==> config.mk <==
export PLATFORM = sky130hd
export DESIGN_NAME = glyph_shadow_and_width
export DESIGN_NICKNAME = d
export VERILOG_FILES = /design/src/design/gsw_pkg.sv /design/src/design/glyph_shadow_and_width.sv /design/src/design/gsw_front.sv /design/src/design/gsw_emit.sv
export SDC_FILE = /design/constraint.sdc
export NUM_CORES = 1
export LEC_CHECK = 0
export BUFFER_PORTS_ARGS = -buffer_cell sky130_fd_sc_hd__buf_2
export CAP_MARGIN = 10
export CORE_MARGIN = 2
export CORE_UTILIZATION = 37
export DETAILED_ROUTE_END_ITERATION = 10
export GPL_TIMING_DRIVEN = 0
export SLEW_MARGIN = 30
export SYNTH_ARGS = -nofsm -noshare
export SYNTH_HDL_FRONTEND = slang
export SYNTH_SLANG_ARGS = --single-unit
==> constraint.sdc <==
create_clock -name clk -period 13 [get_ports clk]
set_input_delay 1.3 -clock clk [delete_from_list [all_inputs] [get_ports clk]]
set_output_delay 1.3 -clock clk [all_outputs]
set_load 0.01 [all_outputs]
==> src/design/gsw_pkg.sv <==
// Shared types, constants and register codes of the glyph shadow and width block.
package gsw_pkg;

  localparam int CELL_WIDTH = 16;
  localparam int MAX_ROWS   = 64;
  localparam int COL_W      = $clog2(CELL_WIDTH);
  localparam int ROW_W      = $clog2(MAX_ROWS);
  localparam int PIX_W      = 8;
  localparam int GW_W       = 5;
  localparam int PAD_W      = 4;
  localparam int CODE_W     = 8;
  localparam int CFG_IDX_W  = 3;
  localparam int CFG_DATA_W = 8;

  localparam logic [COL_W-1:0]  COL_LAST  = COL_W'(CELL_WIDTH - 1);
  localparam logic [ROW_W-1:0]  ROW_SAT   = ROW_W'(MAX_ROWS - 1);
  localparam logic [CODE_W-1:0] SPACE_CODE = 8'd32;

  localparam logic [PIX_W-1:0] SHADOW_RST = 8'd32;
  localparam logic [PIX_W-1:0] GLYPH_RST  = 8'd192;
  localparam logic [PIX_W-1:0] CLEAR_RST  = 8'd255;
  localparam logic [GW_W-1:0]  SPACE_RST  = 5'd8;
  localparam logic [PAD_W-1:0] PAD_AMT_RST = 4'd2;
  localparam logic [PAD_W-1:0] PAD_LIM_RST = 4'd14;

  typedef enum logic [CFG_IDX_W-1:0] {
    CFG_SHADOW_INDEX = 3'd0,
    CFG_GLYPH_INDEX  = 3'd1,
    CFG_CLEAR_INDEX  = 3'd2,
    CFG_SPACE_WIDTH  = 3'd3,
    CFG_PAD_AMOUNT   = 3'd4,
    CFG_PAD_LIMIT    = 3'd5
  } gsw_cfg_idx_t;

  typedef enum logic {
    PH_HELD = 1'b0,
    PH_LAST = 1'b1
  } gsw_phase_t;

  typedef struct packed {
    logic [CELL_WIDTH-1:0] row_bits;
    logic                  last_row;
    logic [CODE_W-1:0]     char_code;
  } gsw_in_t;

  typedef struct packed {
    logic [PIX_W-1:0] pixel_index;
    logic [COL_W-1:0] column;
    logic [ROW_W-1:0] row;
    logic [GW_W-1:0]  glyph_width;
    logic             last;
  } gsw_out_t;

  typedef struct packed {
    logic [PIX_W-1:0] shadow_index;
    logic [PIX_W-1:0] glyph_index;
    logic [PIX_W-1:0] clear_index;
    logic [GW_W-1:0]  space_width;
    logic [PAD_W-1:0] pad_amount;
    logic [PAD_W-1:0] pad_limit;
  } gsw_cfg_t;

  // One or two rows ready to be sent pixel by pixel.
  typedef struct packed {
    logic                  has_held;
    logic                  has_last;
    logic [CELL_WIDTH-1:0] glyph_held;
    logic [CELL_WIDTH-1:0] near_held;
    logic [ROW_W-1:0]      idx_held;
    logic [CELL_WIDTH-1:0] glyph_last;
    logic [ROW_W-1:0]      idx_last;
    logic [GW_W-1:0]       width;
  } gsw_job_t;

endpackage

==> src/design/glyph_shadow_and_width.sv <==
// Top level of the glyph rasteriser with drop shadow and advance width.
//
// Takes a glyph cell as a stream of 16-pixel rows (column 0 in the top bit) and
// sends out one 8-bit palette pixel per item, column 0 first, one row behind the
// input. A set pixel gets glyph_index; an unset pixel on an inner row whose 3x3
// neighbourhood holds a set pixel gets shadow_index; anything else gets
// clear_index. Pixels outside the cell count as unset. The row flagged last_row
// flushes both the held row and itself, and its final pixel carries last and the
// advance width (space code gets space_width, narrow glyphs get pad_amount added).
// Flow: the first row of a cell yields nothing unless it is also the last row
// (a one-row cell yields 16 pixels); every later row yields 16 pixels and the
// last row of a taller cell 32, sent one per cycle while out_ready is high, by
// the column counter of the output sequencer, which sets the pace. The next row
// is taken in the cycle its predecessor's final pixel enters the output register,
// so a steady stream has no gaps while out_ready stays high. A released row
// waits in the job register and its pixels go out through the output register.
// Configuration is written with cfg_we/cfg_index/cfg_wdata while the block is idle,
// a rule for the user that the block does not enforce; unknown indexes are ignored.
module glyph_shadow_and_width (
  input  logic                                 clk,
  input  logic                                 rst_n,
  // input rows
  input  logic                                 in_valid,
  output logic                                 in_ready,
  input  gsw_pkg::gsw_in_t                     in_data,
  // output pixels
  output logic                                 out_valid,
  input  logic                                 out_ready,
  output gsw_pkg::gsw_out_t                    out_data,
  // configuration writes
  input  logic                                 cfg_we,
  input  logic [gsw_pkg::CFG_IDX_W-1:0]        cfg_index,
  input  logic [gsw_pkg::CFG_DATA_W-1:0]       cfg_wdata
);
  import gsw_pkg::*;

  gsw_cfg_t cfg_r, cfg_nxt;
  gsw_job_t job;
  logic     job_load;
  logic     in_fire;

  assign in_fire = in_valid && in_ready;

  // register file: values are masked to each register's width
  always_comb begin
    cfg_nxt = cfg_r;
    if (cfg_we) begin
      case (gsw_cfg_idx_t'(cfg_index))
        CFG_SHADOW_INDEX: cfg_nxt.shadow_index = cfg_wdata;
        CFG_GLYPH_INDEX:  cfg_nxt.glyph_index  = cfg_wdata;
        CFG_CLEAR_INDEX:  cfg_nxt.clear_index  = cfg_wdata;
        CFG_SPACE_WIDTH:  cfg_nxt.space_width  = cfg_wdata[GW_W-1:0];
        CFG_PAD_AMOUNT:   cfg_nxt.pad_amount   = cfg_wdata[PAD_W-1:0];
        CFG_PAD_LIMIT:    cfg_nxt.pad_limit    = cfg_wdata[PAD_W-1:0];
        default:          cfg_nxt = cfg_r;
      endcase
    end
  end

  always_ff @(posedge clk) begin
    if (!rst_n) begin
      cfg_r.shadow_index <= SHADOW_RST;
      cfg_r.glyph_index  <= GLYPH_RST;
      cfg_r.clear_index  <= CLEAR_RST;
      cfg_r.space_width  <= SPACE_RST;
      cfg_r.pad_amount   <= PAD_AMT_RST;
      cfg_r.pad_limit    <= PAD_LIM_RST;
    end else begin
      cfg_r <= cfg_nxt;
    end
  end

  // row history and job build
  gsw_front u_front (
    .clk      (clk),
    .rst_n    (rst_n),
    .in_fire  (in_fire),
    .in_data  (in_data),
    .cfg      (cfg_r),
    .job      (job),
    .job_load (job_load)
  );

  // pixel sequencer; its free flag is the input ready
  gsw_emit u_emit (
    .clk       (clk),
    .rst_n     (rst_n),
    .job       (job),
    .job_load  (job_load),
    .cfg       (cfg_r),
    .free      (in_ready),
    .out_valid (out_valid),
    .out_ready (out_ready),
    .out_data  (out_data)
  );

endmodule

==> src/design/gsw_front.sv <==
// Row history, width tracking and row job build for the glyph shadow block.
module gsw_front (
  input  logic              clk,
  input  logic              rst_n,
  input  logic              in_fire,
  input  gsw_pkg::gsw_in_t  in_data,
  input  gsw_pkg::gsw_cfg_t cfg,
  output gsw_pkg::gsw_job_t job,
  output logic              job_load
);
  import gsw_pkg::*;

  logic [CELL_WIDTH-1:0] older_r, older_nxt;
  logic [CELL_WIDTH-1:0] middle_r, middle_nxt;
  logic [ROW_W-1:0]      row_count_r, row_count_nxt;
  logic [COL_W-1:0]      widest_r, widest_nxt;

  logic [CELL_WIDTH-1:0] row, vert, near;
  logic [COL_W-1:0]      rmax, widest_new;
  logic [GW_W-1:0]       meas, width;

  always_comb begin
    row  = in_data.row_bits;
    // rightmost set column of the incoming row
    rmax = '0;
    for (int i = 0; i < CELL_WIDTH; i++) begin
      if (row[CELL_WIDTH-1-i]) begin
        rmax = COL_W'(i);
      end
    end
    widest_new = ((row != '0) && (rmax >= widest_r)) ? rmax : widest_r;

    meas = GW_W'(widest_new);
    if (in_data.char_code == SPACE_CODE) begin
      width = cfg.space_width;
    end else if (widest_new <= cfg.pad_limit) begin
      width = meas + GW_W'(cfg.pad_amount);
    end else begin
      width = meas;
    end

    vert = older_r | middle_r | row;
    near = vert | (vert << 1) | (vert >> 1);

    job.has_held   = (row_count_r != '0);
    job.has_last   = in_data.last_row;
    job.glyph_held = middle_r;
    job.near_held  = (row_count_r > ROW_W'(1)) ? near : '0;
    job.idx_held   = row_count_r - ROW_W'(1);
    job.glyph_last = row;
    job.idx_last   = row_count_r;
    job.width      = width;
    job_load       = in_fire && (job.has_held || job.has_last);

    older_nxt     = older_r;
    middle_nxt    = middle_r;
    row_count_nxt = row_count_r;
    widest_nxt    = widest_r;
    if (in_fire) begin
      if (in_data.last_row) begin
        older_nxt     = '0;
        middle_nxt    = '0;
        row_count_nxt = '0;
        widest_nxt    = '0;
      end else begin
        older_nxt     = middle_r;
        middle_nxt    = row;
        widest_nxt    = widest_new;
        if (row_count_r != ROW_SAT) begin
          row_count_nxt = row_count_r + ROW_W'(1);
        end
      end
    end
  end

  always_ff @(posedge clk) begin
    if (!rst_n) begin
      older_r     <= '0;
      middle_r    <= '0;
      row_count_r <= '0;
      widest_r    <= '0;
    end else begin
      older_r     <= older_nxt;
      middle_r    <= middle_nxt;
      row_count_r <= row_count_nxt;
      widest_r    <= widest_nxt;
    end
  end

`ifndef SYNTHESIS
  a_clear_after_last: assert property (@(posedge clk) disable iff (!rst_n)
    in_fire && in_data.last_row |=> row_count_r == '0 && widest_r == '0)
    else $error("cell state not cleared after last row");

  a_first_row_silent: assert property (@(posedge clk) disable iff (!rst_n)
    in_fire && row_count_r == '0 && !in_data.last_row |-> !job_load)
    else $error("first row produced a job");
`endif

endmodule

==> src/design/gsw_emit.sv <==
// Column sequencer and pixel output register for the glyph shadow block.
module gsw_emit (
  input  logic              clk,
  input  logic              rst_n,
  input  gsw_pkg::gsw_job_t job,
  input  logic              job_load,
  input  gsw_pkg::gsw_cfg_t cfg,
  output logic              free,
  output logic              out_valid,
  input  logic              out_ready,
  output gsw_pkg::gsw_out_t out_data
);
  import gsw_pkg::*;

  gsw_job_t   job_r, job_nxt;
  logic       job_valid_r, job_valid_nxt;
  gsw_phase_t phase_r, phase_nxt;
  logic [COL_W-1:0] col_r, col_nxt;
  logic       out_valid_r, out_valid_nxt;
  gsw_out_t   out_data_r, out_data_nxt;

  logic adv, col_end, job_end;
  logic [COL_W-1:0] bit_idx;
  logic g_bit, n_bit;
  gsw_out_t pix;

  always_comb begin
    adv     = job_valid_r && (!out_valid_r || out_ready);
    col_end = (col_r == COL_LAST);
    job_end = col_end && ((phase_r == PH_LAST) || !job_r.has_last);
    free    = !job_valid_r || (adv && job_end);

    bit_idx = COL_LAST - col_r;
    if (phase_r == PH_LAST) begin
      g_bit = job_r.glyph_last[bit_idx];
      n_bit = 1'b0;
      pix.row = job_r.idx_last;
    end else begin
      g_bit = job_r.glyph_held[bit_idx];
      n_bit = job_r.near_held[bit_idx];
      pix.row = job_r.idx_held;
    end
    pix.pixel_index = g_bit ? cfg.glyph_index : (n_bit ? cfg.shadow_index : cfg.clear_index);
    pix.column      = col_r;
    pix.last        = col_end && (phase_r == PH_LAST);
    pix.glyph_width = pix.last ? job_r.width : '0;

    job_nxt       = job_r;
    job_valid_nxt = job_valid_r;
    phase_nxt     = phase_r;
    col_nxt       = col_r;
    if (job_load) begin
      job_nxt       = job;
      job_valid_nxt = 1'b1;
      phase_nxt     = job.has_held ? PH_HELD : PH_LAST;
      col_nxt       = '0;
    end else if (adv) begin
      if (col_end) begin
        col_nxt = '0;
        if (job_end) begin
          job_valid_nxt = 1'b0;
        end else begin
          phase_nxt = PH_LAST;
        end
      end else begin
        col_nxt = col_r + COL_W'(1);
      end
    end

    out_valid_nxt = out_valid_r;
    out_data_nxt  = out_data_r;
    if (adv) begin
      out_valid_nxt = 1'b1;
      out_data_nxt  = pix;
    end else if (out_ready) begin
      out_valid_nxt = 1'b0;
    end
  end

  always_ff @(posedge clk) begin
    if (!rst_n) begin
      job_valid_r <= 1'b0;
      phase_r     <= PH_HELD;
      col_r       <= '0;
      out_valid_r <= 1'b0;
    end else begin
      job_valid_r <= job_valid_nxt;
      phase_r     <= phase_nxt;
      col_r       <= col_nxt;
      out_valid_r <= out_valid_nxt;
    end
  end

  always_ff @(posedge clk) begin
    job_r      <= job_nxt;
    out_data_r <= out_data_nxt;
  end

  assign out_valid = out_valid_r;
  assign out_data  = out_data_r;

`ifndef SYNTHESIS
  a_last_on_final_col: assert property (@(posedge clk) disable iff (!rst_n)
    out_valid && out_data.last |-> out_data.column == COL_LAST)
    else $error("last flag away from final column");

  a_width_only_on_last: assert property (@(posedge clk) disable iff (!rst_n)
    out_valid && !out_data.last |-> out_data.glyph_width == '0)
    else $error("width reported on a non-final pixel");
`endif

endmodule

==> reports/qor.csv <==
stage;metric;value;unit
pwr;switching_share;25.38;%
logic_synthesis;ys_seq_area_share;57.46;%
floorplan;initial_core_util;37.93;%
timing;maxSlewHeadroom;47.39;%
timing;max_slew.worst_pin.slew;0.7891;ns
route;ant_nets;0;
logic_synthesis;synthTopCellsByArea;edfxtp_1 35%, dfxtp_1 22%, nand2_1 5.5%, a21oi_1 5.1%, mux4_2 4.1%;
finish;antennaDiodeCount;0;
grt;grt_max_degree;49;
worst_setup_path;slowest_stage;a2111oi_0;
worst_setup_path;path_cells;buf_2 > inv_1 > a2111oi_0 > nand2b_1 > o211ai_1 > ha_1 > nand2b_1 > a2111o_1 > o221a_1 > buf_6 > a21oi_1 > inv_1 > ha_1 > nor2b_1 > o21a_1 > o21a_1 > o21ai_1 > mux2_2 > o21ai_0;
route;drtPass1Iterations;5;
timing;min_period;5.817;ns
worst_setup_path;crit_type;input pin to flip-flop;
finish;area_growth;17.39;%
grt;grt_pass1_vias;5154;
route;routed_via_density;5.135;
cts;cts_tree;yes;
floorplan;die-height;148.3;µm
worst_setup_path;cp_max_fo;7;
route;drt_iter0_drc;435;
timing;tns;0;ns
finish;fin_nets;846;
timing;setup_viol;0;
finish;fillers;1961;
floorplan;core_area;0.02030;mm²
logic_synthesis;yosys.area.top_type;edfxtp_1;
timing;fin_skew;0.01278;ns
pwr;peakVddDrop;0.00009984;V
logic_synthesis;ys_ff_latch;176;
cts;clkSlewWorstSetupHoldPaths;0.07;ns
route;wl_per_cell;16.72;µm
logic_synthesis;async_flop_share;0;%
logic_synthesis;synthCells;699;
cts;numCtsBuffers;17;
cts;cts.sinks;176;
pwr;internal-power;962.4;µW
grt;antenna_found_initial;0;
grt;grt_use_total;16.98;%
grt;grt_overflow_total;0;
logic_synthesis;yosysTopAreaCellShare;35.10;%
grt;grt_pass1_wl;28480;µm
cts;worstSkewPairLatency;0.43;ns
placement;portBuffers;66;
finish;drive_gt1_share;17.40;%
placement;dpl.hpwl;13000;µm
logic_synthesis;synthFlopType;edfxtp_1;
flow_run;timing.max_cap.violations;0;
timing;rsz0062_at_grt;no;
worst_setup_path;crit_path_max_incr_delay;0.57;ns
timing;max_freq;171.9;MHz
cts;cts_resized;0;
timing;hold_viol_final;0;
floorplan;dieWidth;148.3;µm
hold_path;worstHoldPathType;flip-flop to flip-flop;
logic_synthesis;ys_warn_count;0;
pwr;powerDensity;142.7;mW/mm²
cts;htree_num_levels;4;
cts;clk_path_buf_depth;2;
route;vias;5489;
floorplan;dieArea;0.02198;mm²
pwr;p_clk_share;40.3;%
cts;cts_setup_buffers;0;
cts;postCtsHoldBufs;0;
pwr;power.leakage;3.357;nW
route;totalWireLength;17880;µm
floorplan;row_count;52;
placement;place.gp.congestion;0.8465;
logic_synthesis;synth.avg_cell_area;11.02;µm²
cts;root_buffer;clkbuf_16;
logic_synthesis;netlist_area;0.007700;mm²
route;drc;0;
logic_synthesis;yosysUniqueCellTypes;55;
placement;pre_cts_ws;6.744;ns
worst_setup_path;cp.arrival;6.07;ns
worst_setup_path;crit_path_end_kind;flip-flop;
finish;final_cell_mix;113 x nand2_1, 90 x edfxtp_1, 86 x dfxtp_1;
logic_synthesis;syn_nets;759;
status;status;completed;
finish;final_common_cell;nand2_1;
pwr;seqPwrFrac;48.6;%
timing;timing.final.ws_setup;7.183;ns
worst_setup_path;cp.required;13.26;ns
pwr;power.share.combinational;11.1;%
worst_setup_path;cp-start-kind;input pin;
pwr;switching_power;327.4;µW
floorplan;io_pins;67;
timing;timing.final.crit_share;44.75;%
timing;slew_viol_final;0;
logic_synthesis;synth_edf_count;90;
## cell usage after synthesis, types with 2 or more instances
cell type  number
mux4_2         14
nor3_1         24
or4b_1          2
o21ai_0         3
o21a_1          4
buf_4           2
nor4_1          4
a31oi_1         2
buf_2           3
nand3b_1       30
o31ai_2         2
nand2b_1        4
nand3_1        20
or3_1           6
nand2_1       113
o211ai_1        2
mux2i_1        27
ha_1           18
inv_1          19
dfxtp_1        86
nor2_1         44
xor2_1          9
a21oi_1        78
o31ai_1         2
clkbuf_1       30
edfxtp_1       90
xnor2_1         4
o21bai_1        2
and2_1          8
mux2_2          9
nor4b_1         2
or4_1           4
nand4_1         4
nor2b_1         7
## per-stage QoR
| stage | hold slack (ns) | cell area, µm² | utilization (%) | std cells | power [mW] |
|---|---|---|---|---|---|
| after floorplan | 0.4029 | 7700 | - | 699 | 0.7279 |
| after global placement | 0.4118 | 8368 | 41.22 | 1035 | 0.7780 |
| after detailed placement | 0.4174 | 8436 | 41.56 | 1037 | 0.7825 |
| after CTS | 0.4369 | 9039 | 44.53 | 1069 | 1.300 |
| after global routing | 0.4509 | 9039 | 44.53 | 1069 | 1.340 |
| final | 0.4287 | 9039 | 44.53 | 1069 | 1.290 |
## power by group through the flow
stage	combinational, mW	sequential, mW	clock, mW
finish	0.143	0.627	0.520
global route	0.158	0.629	0.552
CTS	0.144	0.627	0.530
detailed placement	0.143	0.639	0
global placement	0.138	0.640	0
floorplan	0.0886	0.639	0
## layout make-up
type                            instances  area [µm²]  share of cell area [%]
Buffer                                 37       158.9                   1.758
Clock buffer                           17       425.4                   4.707
Clock inverter                         15       177.7                   1.966
Inverter                               20       77.57                  0.8583
Multi-Input combinational cell        466        3052                   33.76
Sequential cell                       176        4424                   48.95
Tap cell                              270       337.8                   3.738
Timing Repair Buffer                   68       385.4                   4.264
## metal layers
layer / wire length [µm] / part of all wire, % / vias to the layer above / track usage [%]
met5: 0 / 0 / - / 0
met3: 986 / 5.5 / 18 / 2.883
li1: - / - / 2686 / -
met1: 8483 / 47 / 2628 / 24.54
met4: 213 / 1.2 / 0 / 4.667
met2: 8193 / 46 / 157 / 26.48
## path summary, 6_finish.rpt
| check | startpoint | end | slack (ns) | cells after the start |
|---|---|---|---|---|
| worst min register to register | u_front.row_count_r[2] | u_emit.job_r[7] | 0.43 | 0 |
| worst max-delay path | in_data[10] | u_emit.job_r[2] | 7.18 | 19 |
| worst min-delay path | u_front.row_count_r[2] | u_emit.job_r[7] | 0.43 | 0 |
| worst max register to register | u_front.widest_r[0] | u_emit.job_r[2] | 9.11 | 14 |
## kinds of logic (layout without fill, tap and decap cells)
kind of cell               count (synthesis)  count (layout)  synth area share [%]
AOI/OAI and AO/OA                        105             105                 7.995
xor gates and xnor gates                  13              13                 1.479
adders and majority gates                 19              19                 3.185
buffers and inverters                     57             157                 3.022
DFF                                      176             176                 57.46
muxes                                     52              52                 9.408
and+or+nand+nor                          277             277                 17.45
## critical path, delay by kind of cell
family,cells,cell delay [ns]
and+or+nand+nor,3,0.37
AOI/OAI and AO/OA,9,2.75
adders and majority gates,2,0.62
muxes,1,0.41
buffers and inverters,4,0.62
## sequential cells by signal, summed over array words and instances, names as in the netlist, 4 cells and up
| register | cells |
|---|---|
| u_emit.job_r | 66 |
| cfg_r | 37 |
| u_emit.out_data | 24 |
| u_front.middle_r | 16 |
| u_front.older_r | 16 |
| u_front.row_count_r | 6 |
| u_emit.col_r | 4 |
| u_front.widest_r | 4 |
(Power assumes the default switching activity.)
